## config.mk

```make
export PLATFORM = sky130hd
export DESIGN_NAME = key_matrix_debouncer_top
export DESIGN_NICKNAME = d
export VERILOG_FILES = /design/src/rtl/core/kmd_pkg.sv /design/src/rtl/core/key_matrix_debouncer_top.sv
export SDC_FILE = /design/constraint.sdc
export NUM_CORES = 1
export LEC_CHECK = 0
export BUFFER_PORTS_ARGS = -buffer_cell sky130_fd_sc_hd__buf_2
export CAP_MARGIN = 15
export CELL_PAD_IN_SITES_DETAIL_PLACEMENT = 0
export CELL_PAD_IN_SITES_GLOBAL_PLACEMENT = 2
export CORE_MARGIN = 2
export CORE_UTILIZATION = 41
export DETAILED_ROUTE_END_ITERATION = 16
export GPL_TIMING_DRIVEN = 1
export PLACE_DENSITY_LB_ADDON = 0.15
export SLEW_MARGIN = 20
export SYNTH_ARGS = -nofsm -noshare
export SYNTH_HDL_FRONTEND = slang
export SYNTH_SLANG_ARGS = --single-unit
```

## constraint.sdc

```tcl
create_clock -name i_clk -period 4.8 [get_ports i_clk]
set_input_delay 0.96 -clock i_clk [delete_from_list [all_inputs] [get_ports i_clk]]
set_output_delay 0.96 -clock i_clk [all_outputs]
set_load 0.03 [all_outputs]
```

## src/rtl/core/kmd_pkg.sv

```systemverilog
// Shared types and constants of the key matrix debouncer.
package kmd_pkg;

    localparam int ROW_COUNT_DEF    = 8;
    localparam int COLUMN_COUNT_DEF = 8;
    localparam int SAMPLE_WIDTH     = 8;
    localparam int ROW_W            = 3;
    localparam int COL_W            = 3;
    localparam int CTR_W            = 3;

    localparam logic [CTR_W-1:0] THRESH_RESET = 3'd4;

    typedef struct packed {
        logic [ROW_W-1:0]        scan_row;
        logic [SAMPLE_WIDTH-1:0] key_bits;
    } t_in_word;

    typedef struct packed {
        logic [ROW_W-1:0] event_row;
        logic [COL_W-1:0] event_column;
        logic             is_press;
        logic             last_event;
    } t_out_word;

endpackage

```

## src/rtl/core/key_matrix_debouncer_top.sv

```systemverilog
// Key matrix debouncer: per-key stability counters, one row scan per word.
// Path: input word register, then pending event mask, then output word register.
// Throughput: one scan per cycle when it raises at most one event and the output
// is not stalled; further events drain one by one via the single output register.
// Reset (synchronous, active low) clears all key state and sets the threshold to 4.
module key_matrix_debouncer_top #(
    parameter int ROW_COUNT    = kmd_pkg::ROW_COUNT_DEF,
    parameter int COLUMN_COUNT = kmd_pkg::COLUMN_COUNT_DEF
) (
    input  logic                         i_clk,
    input  logic                         i_rst_n,
    input  logic                         i_in_valid,
    output logic                         o_in_stall,
    input  kmd_pkg::t_in_word            i_in_word,
    output logic                         o_out_valid,
    input  logic                         i_out_stall,
    output kmd_pkg::t_out_word           o_out_word,
    input  logic                         i_cfg_valid,
    output logic                         o_cfg_ready,
    input  logic [kmd_pkg::CTR_W-1:0]    i_cfg_data
);

    localparam int SROWS  = (ROW_COUNT < kmd_pkg::SAMPLE_WIDTH) ? ROW_COUNT
                                                               : kmd_pkg::SAMPLE_WIDTH;
    localparam int SCOLS  = (COLUMN_COUNT < kmd_pkg::SAMPLE_WIDTH) ? COLUMN_COUNT
                                                                  : kmd_pkg::SAMPLE_WIDTH;
    localparam int RIDX_W = (SROWS > 1) ? $clog2(SROWS) : 1;

    logic [kmd_pkg::CTR_W-1:0]                 r_thresh;
    logic                                      r_in_v;
    kmd_pkg::t_in_word                         r_in_word;
    logic [SCOLS-1:0]                          r_prev [SROWS];
    logic [SCOLS-1:0]                          r_acc  [SROWS];
    logic [SCOLS-1:0][kmd_pkg::CTR_W-1:0]      r_ctr  [SROWS];
    logic [SCOLS-1:0]                          r_pend_mask;
    logic [SCOLS-1:0]                          r_pend_press;
    logic [kmd_pkg::ROW_W-1:0]                 r_pend_row;
    logic                                      r_out_v;
    kmd_pkg::t_out_word                        r_out_word;

    logic [SCOLS-1:0]                          n_pend_mask;
    logic [SCOLS-1:0]                          n_prev_row;
    logic [SCOLS-1:0]                          n_acc_row;
    logic [SCOLS-1:0][kmd_pkg::CTR_W-1:0]      n_ctr_row;

    logic [RIDX_W-1:0]                         row_idx;
    logic                                      row_ok;
    logic [SCOLS-1:0]                          sample;
    logic [SCOLS-1:0]                          rd_prev;
    logic [SCOLS-1:0]                          rd_acc;
    logic [SCOLS-1:0][kmd_pkg::CTR_W-1:0]      rd_ctr;
    logic [SCOLS-1:0]                          ev_raw;
    logic [SCOLS-1:0]                          ev_mask;
    logic [SCOLS-1:0]                          low;
    logic [SCOLS-1:0]                          rest;
    logic [SCOLS-1:0]                          pend_after;
    logic [kmd_pkg::COL_W-1:0]                 low_col;
    logic                                      out_load;
    logic                                      take;
    logic                                      fire;
    logic                                      in_accept;

    assign row_idx = r_in_word.scan_row[RIDX_W-1:0];
    assign row_ok  = {1'b0, r_in_word.scan_row} < (kmd_pkg::ROW_W+1)'(SROWS);
    assign sample  = r_in_word.key_bits[SCOLS-1:0];
    assign rd_prev = r_prev[row_idx];
    assign rd_acc  = r_acc[row_idx];
    assign rd_ctr  = r_ctr[row_idx];

    // per-key debounce step
    always_comb begin
        n_prev_row = sample;
        n_acc_row  = rd_acc;
        n_ctr_row  = rd_ctr;
        ev_raw     = '0;
        for (int c = 0; c < SCOLS; c++) begin
            if ((sample[c] ^ rd_prev[c]) && (sample[c] ^ rd_acc[c])) begin
                n_ctr_row[c] = '0;
            end else if (sample[c] ^ rd_acc[c]) begin
                if (rd_ctr[c] < r_thresh) begin
                    n_ctr_row[c] = rd_ctr[c] + 1'b1;
                    if (n_ctr_row[c] == r_thresh) begin
                        n_acc_row[c] = sample[c];
                        ev_raw[c]    = 1'b1;
                    end
                end
            end
        end
    end

    assign ev_mask = row_ok ? ev_raw : '0;

    // drain pending events lowest column first
    assign out_load   = !r_out_v || !i_out_stall;
    assign take       = (r_pend_mask != '0) && out_load;
    assign low        = r_pend_mask & (~r_pend_mask + 1'b1);
    assign rest       = r_pend_mask & ~low;
    assign pend_after = take ? rest : r_pend_mask;
    assign fire       = r_in_v && (pend_after == '0);
    assign n_pend_mask = fire ? ev_mask : pend_after;

    always_comb begin
        low_col = '0;
        for (int c = 0; c < SCOLS; c++) begin
            if (low[c]) begin
                low_col = low_col | kmd_pkg::COL_W'(c);
            end
        end
    end

    assign o_in_stall  = r_in_v && !fire;
    assign in_accept   = i_in_valid && !o_in_stall;
    assign o_cfg_ready = 1'b1;
    assign o_out_valid = r_out_v;
    assign o_out_word  = r_out_word;

    always_ff @(posedge i_clk) begin
        if (!i_rst_n) begin
            r_thresh    <= kmd_pkg::THRESH_RESET;
            r_in_v      <= 1'b0;
            r_pend_mask <= '0;
            r_out_v     <= 1'b0;
            for (int r = 0; r < SROWS; r++) begin
                r_prev[r] <= '0;
                r_acc[r]  <= '0;
                r_ctr[r]  <= '0;
            end
        end else begin
            if (i_cfg_valid) begin
                r_thresh <= i_cfg_data;
            end
            if (in_accept) begin
                r_in_v <= 1'b1;
            end else if (fire) begin
                r_in_v <= 1'b0;
            end
            r_pend_mask <= n_pend_mask;
            if (out_load) begin
                r_out_v <= take;
            end
            if (fire && row_ok) begin
                r_prev[row_idx] <= n_prev_row;
                r_acc[row_idx]  <= n_acc_row;
                r_ctr[row_idx]  <= n_ctr_row;
            end
        end
    end

    always_ff @(posedge i_clk) begin
        if (in_accept) begin
            r_in_word <= i_in_word;
        end
        if (fire) begin
            r_pend_row   <= r_in_word.scan_row;
            r_pend_press <= sample;
        end
        if (take) begin
            r_out_word.event_row    <= r_pend_row;
            r_out_word.event_column <= low_col;
            r_out_word.is_press     <= |(low & r_pend_press);
            r_out_word.last_event   <= (rest == '0);
        end
    end

endmodule

```

* Word-level counts from Yosys, hierarchy flattened
Memory sizes are Yosys's and may differ from the RTL's. A register that Yosys moved wholly into a read port is not among the register bits.
Index checks and enable logic that the tools add are counted.
** Operators by class
- Add/sub/neg operators :: 9
- $lt $le $gt $ge :: 8
- Equality and inequality tests :: 8
- Muxes and demuxes :: 112
- Bitwise gates (word level) :: 21
- Reductions and logical operators :: 27
** Operators with widths (number)
- $mux W3 :: 30
- $mux W1 :: 75
- $mux W8 :: 4
- $add A3 B1 Y3 const B :: 8
- $and A8 B8 Y8 :: 3
- $eq A3 B3 Y1 :: 8
- $lt A3 B3 Y1 :: 8
- $mux W24 :: 1
- $reduce_or A24 Y1 :: 1
- $reduce_or A8 Y1 :: 3
- $logic_not A8 Y1 :: 2
- $not A8 Y8 :: 2
- $xor A1 B1 Y1 :: 16
- $logic_and A1 B1 Y1 :: 12
- $add A8 B1 Y8 const B :: 1
- $reduce_bool A8 Y1 :: 1
- $logic_not A1 Y1 :: 4
- $mux W2 :: 2
- $reduce_or A4 Y1 :: 1
- $reduce_bool A2 Y1 :: 1
- $reduce_or A2 Y1 :: 1
- $logic_or A1 B1 Y1 :: 1
** Storage, ports and cells
- Bits in registers :: 43
- Bits in writable memories :: 320
- Input port bits :: 19
- Output and inout port bits :: 11
- Logic and storage cells :: 202
- Memories :: 3
** Memory list
- r_ctr :: depth 8, width 24, rd ports 1, clocked after Yosys merged registers in 1, wr ports 8, line key_matrix_debouncer_top.sv:34 : logic [SCOLS-1:0][kmd_pkg::CTR_W-1:0] r_ctr [SROWS];
- r_acc :: depth 8, width 8, rd ports 1, clocked after Yosys merged registers in 1, wr ports 8, line key_matrix_debouncer_top.sv:33 : logic [SCOLS-1:0] r_acc [SROWS];
- r_prev :: depth 8, width 8, rd ports 1, clocked after Yosys merged registers in 1, wr ports 8, line key_matrix_debouncer_top.sv:32 : logic [SCOLS-1:0] r_prev [SROWS];

* Logic depth before layout (Yosys ltp)
- Word-level depth :: 13
- Depth in mapped cells :: 14
- Gate-level depth less buffers :: 10

* Worst setup path after synthesis
Ideal clock, no wire load.
- Kind :: register -> register
- From :: register r_pend_mask[1]
- To :: memory r_acc[0][0] (netlist name) (enable)
- Arrival :: 4710 ps
- Data required time :: 4307 ps
- Slack :: -403 ps
- Cell stages (with the launch flop) :: 9
- Buffers on the path :: 2
- Cell sequence :: dfxtp_1 > buf_2 > or4_4 > a21oi_2 > o211ai_1 > a21oi_2 > buf_6 > nand2_2 > o21ai_0
** RTL lines
- start: declaration :: line key_matrix_debouncer_top.sv:35 : logic [SCOLS-1:0] r_pend_mask;
- start signal: assignment :: line key_matrix_debouncer_top.sv:137 : r_pend_mask <= n_pend_mask;
- end: declaration :: line key_matrix_debouncer_top.sv:33

==> results <==
- The floorplan has 75 rows.
- The via count of the first global-routing pass is 10987.
- By area the synthesized netlist is led by sky130_fd_sc_hd__edfxtp_1, sky130_fd_sc_hd__mux4_2, sky130_fd_sc_hd__nor2_1.
- Relative to the synthesized area, the layout overhead comes to 13.3%.
- In the synthesized netlist, the number of instances is 1292.
- The detailed-route vias per instance is 5.67.
- The clock period could shrink to 3940 ps.
- The synthesized area per cell is 13.5 um^2.
- The critical path class is flop to flop.
- Across the VDD grid, the largest voltage drop is 0.232 mV.
- After synthesis, the largest area contributor takes up 60.1% of total cell area.
- The minimum setup slack among reg-to-reg paths is 860 ps.
- The HPWL after detailed placement is 29700 um.
- The largest total area in the synthesized netlist belongs to sky130_fd_sc_hd__edfxtp_1.
- The final standard cell utilization of the core is 47.1%.
- The multi-input combinational cell area is 0.00629 mm^2.
- Hold timing on the final database bottoms out at a slack of 413 ps.
- The endpoint type of the worst setup path is a flop.
- Post-CTS timing repair inserted 0 buffers for setup.
- The type of element launching the critical path is a flop.
- The proportion of layout cells with a drive suffix above 1 is 21.2%.
- Leaving out fill and tap cells, the most frequent cell in the layout is sky130_fd_sc_hd__nor2_1.
- Global routing used 22.9% of the available tracks.
- In this run the number of H-tree levels came out at 2.
- Hold repair after CTS inserted 0 buffers.
- The top cell types in the final layout, fill and taps aside, are sky130_fd_sc_hd__nor2_1, sky130_fd_sc_hd__edfxtp_1, sky130_fd_sc_hd__mux4_2.
- The number of buffers created by CTS is 42.
- The placeable core region is 0.0420 mm^2.
- The number of library cell types mapped by synthesis is 64.
- The largest fanout on the critical path is 31.
- The critical-path cell with the highest stage delay is sky130_fd_sc_hd__dfxtp_4.
- The proportion of synthesized chip area in sequential cells is 61.9%.
- The tightest slew margin relative to the limit is 44.7%.
- For this run, the leading register cell type out of synthesis is sky130_fd_sc_hd__edfxtp_1.
- The flow ran to the end, and the final reports show no timing, DRC or antenna violations.
- The number of pins exceeding their max-slew limit in the final report is 0.
- The top-level I/O count is 30.
- The count of clock tree sinks is 366.
- The post-route fraction of the period consumed by the critical path is 82.0%.
- The routed wire length is 49400 um.
- The most used routing layer in global routing is met2.
- The static leakage is 6.94 nW.
- The min-delay analysis places its worst path in the category flop to flop.
- Once the clock tree was built, the resizer swapped 0 gates to a different size.
- The clock root buffer is sky130_fd_sc_hd__clkbuf_16.
- The Yosys warning count is 0.
- The congestion estimate from routability-driven global placement came to 0.781.
- The number of failing setup endpoints in the final timing report is 0.
- The finished layout holds 1913 standard cells, fillers aside.
- STA puts the critical path data required time at 5100 ps.
- The reported max-cap violation count is 0.
- The routed layout has 10848 vias.
- The width of the die is 211 um.
- The area of the die is 0.0443 mm^2.
- Setup repair after global routing left no endpoint under its margin.
- The netlist area before placement is 0.0175 mm^2.
- The met3 track demand over resource in global routing is 3.69%.
- TritonCTS built the clock tree.
- Yosys mapped a number of flops with a built-in enable equal to 350.
- After the first detailed-routing iteration, the DRC count stood at 839.
- The buffer levels on the longest clock path is 3.
- The highest clock frequency the design can meet is 0.254 GHz.
- For this run, global-route usage on met1 was measured as 31.1%.
- The number of nets in the layout is 1397.
- After detailed placement, the design holds a cell count of 1841.
- The first detailed-routing pass ran for 5 iterations.
- The post-CTS clock slew at the launch and capture registers of the worst setup and hold paths is 60 ps.
- The number of failing hold endpoints at the final stage is 0.
- The number of antenna violations at the first check in global routing was 1.
- The worst path meets setup with 864 ps of slack.
- Input and output buffers added on the ports amount to 28.
- The cell area after placement is 0.0185 mm^2.
- The pre-CTS setup slack is 757 ps.
- The slew at the pin closest to its max-slew limit is 829 ps.
- In the routed design, unresolved DRC markers number 0.
- The data arrival time of the worst path is 4240 ps.
- The count of nets left with antenna violations once routing finished came out at 0.
- The pin count of the biggest net entering global routing is 44.
- In the final layout, flip-flops and latches occupy 0.0108 mm^2.
- The number of fill cells in the layout is 3744.
- The design area is 0.0198 mm^2.
- Dividing the detail-routed wire length by the instance count gives 25.8 um.
- The areal power density over the cells is 398 mW/mm^2.
- Once the floorplan was initialized, standard cells occupied 41.6% of the core.
- The peak per-stage delay on the critical path is 800 ps.
- The worst clock skew is 20.9 ps.
- Counting flops with an async set or reset pin after synthesis yields a share of 0%.
- The diode insertion count for antenna repair is 0.
- The fraction of met2 tracks used by global routing is 38.9%.
- The die span in y is 211 um.
- Walking the worst path, the cells encountered are mux4_2 > mux2_2 > ha_1 > a21oi_1 > o21ai_0 > or3_1 > or4_1 > nand3_1 > nor2_1.
- Global routing finished with a remaining overflow of 0.
- After synthesis the netlist holds a flip-flop and latch count of 366.
- The first-pass GRT wire length is 73100 um.
- The number of nets produced by synthesis is 1343.
- For the worst-skew pair, the clock arrives at the later sink with an insertion delay of 570 ps.
## flip-flops by register name, summed over array words and instances, names as in the netlist, named ones only
signal,flops
o_out_word,8
r_pend_mask,8
r_acc,64
r_pend_row,3
r_ctr,192
r_thresh,3
r_in_v,1
n_prev_row,8
r_prev,64
row_idx,3
o_out_valid,1
r_pend_press,8
## path summary, 6_finish.rpt
| check | from | endpoint | depth (start not counted) |
|---|---|---|---|
| min | r_pend_row[2] | o_out_word[7] | 0 |
| max reg2reg | flop | r_acc[0][1] | 9 |
| min reg2reg | r_pend_row[2] | o_out_word[7] | 0 |
| max | flop | r_acc[0][1] | 9 |
## where the power goes
part           internal [mW]  switching, mW
Sequential              3.63         0.0933
Combinational          0.413          0.688
Clock                   1.79           1.28
Total                   5.83           2.06
## critical path: cells and delay by family, from the launching register on
kind	cells	cell delay, ps
and+or+nand+nor	4	1290
muxes	2	900
DFF	1	800
AOI/OAI and AO/OA	2	360
adders and majority gates	1	300
## area by class of cell
cell class / count / area share (%)
clock buffers: 50 / 5.56
clock inverters: 22 / 0.934
inverters: 25 / 0.473
multi-input cells: 833 / 31.8
flip-flops and latches: 366 / 54.7
well taps: 539 / 3.40
repair buffers: 78 / 3.17
## Yosys cell counts (4+ instances only)
library cell	number
sky130_fd_sc_hd__a211oi_1	5
sky130_fd_sc_hd__a21boi_0	6
sky130_fd_sc_hd__a21oi_1	23
sky130_fd_sc_hd__a22oi_1	8
sky130_fd_sc_hd__a22oi_2	7
sky130_fd_sc_hd__and2_1	6
sky130_fd_sc_hd__buf_2	34
sky130_fd_sc_hd__buf_4	5
sky130_fd_sc_hd__buf_6	6
sky130_fd_sc_hd__clkbuf_1	19
sky130_fd_sc_hd__dfxtp_1	16
sky130_fd_sc_hd__edfxtp_1	350
sky130_fd_sc_hd__ha_1	32
sky130_fd_sc_hd__inv_1	25
sky130_fd_sc_hd__mux2_2	25
sky130_fd_sc_hd__mux2i_1	23
sky130_fd_sc_hd__mux2i_2	6
sky130_fd_sc_hd__mux4_2	82
sky130_fd_sc_hd__nand2_1	63
sky130_fd_sc_hd__nand3_1	21
sky130_fd_sc_hd__nand3_2	7
sky130_fd_sc_hd__nand3b_1	9
sky130_fd_sc_hd__nand4_1	6
sky130_fd_sc_hd__nor2_1	353
sky130_fd_sc_hd__nor2b_1	6
sky130_fd_sc_hd__nor3_1	7
sky130_fd_sc_hd__nor4_1	4
sky130_fd_sc_hd__o211ai_1	4
sky130_fd_sc_hd__o21ai_0	35
sky130_fd_sc_hd__or3_1	9
sky130_fd_sc_hd__or4_1	5
sky130_fd_sc_hd__xnor2_1	22
sky130_fd_sc_hd__xor2_1	12
## cells by family (layout without fill, tap and decap cells)
family,Yosys count,count (layout),synth area share [%]
buf+inv,93,175,2.70
simple gates,511,511,12.6
fa+ha+maj,32,32,2.29
xor+xnor,34,34,1.70
other cells,1,1,0.0214
compound gates,117,117,4.62
flops,366,366,61.9
mux,138,138,14.2
## stage by stage
step	total power [mW]	TNS [ps]
2_1_floorplan	4.55	-32210
3_3_place_gp	4.89	0
3_5_place_dp	4.90	0
4_1_cts	7.97	0
5_1_grt	8.20	0
6_report	7.89	0
## routing by layer
layer / share of wire (%) / routed length [um]
met5: 0 / 0
met2: 49 / 24300
met1: 44 / 21600
met3: 5.4 / 2650
met4: 1.7 / 845
(Power assumes the default switching activity.)
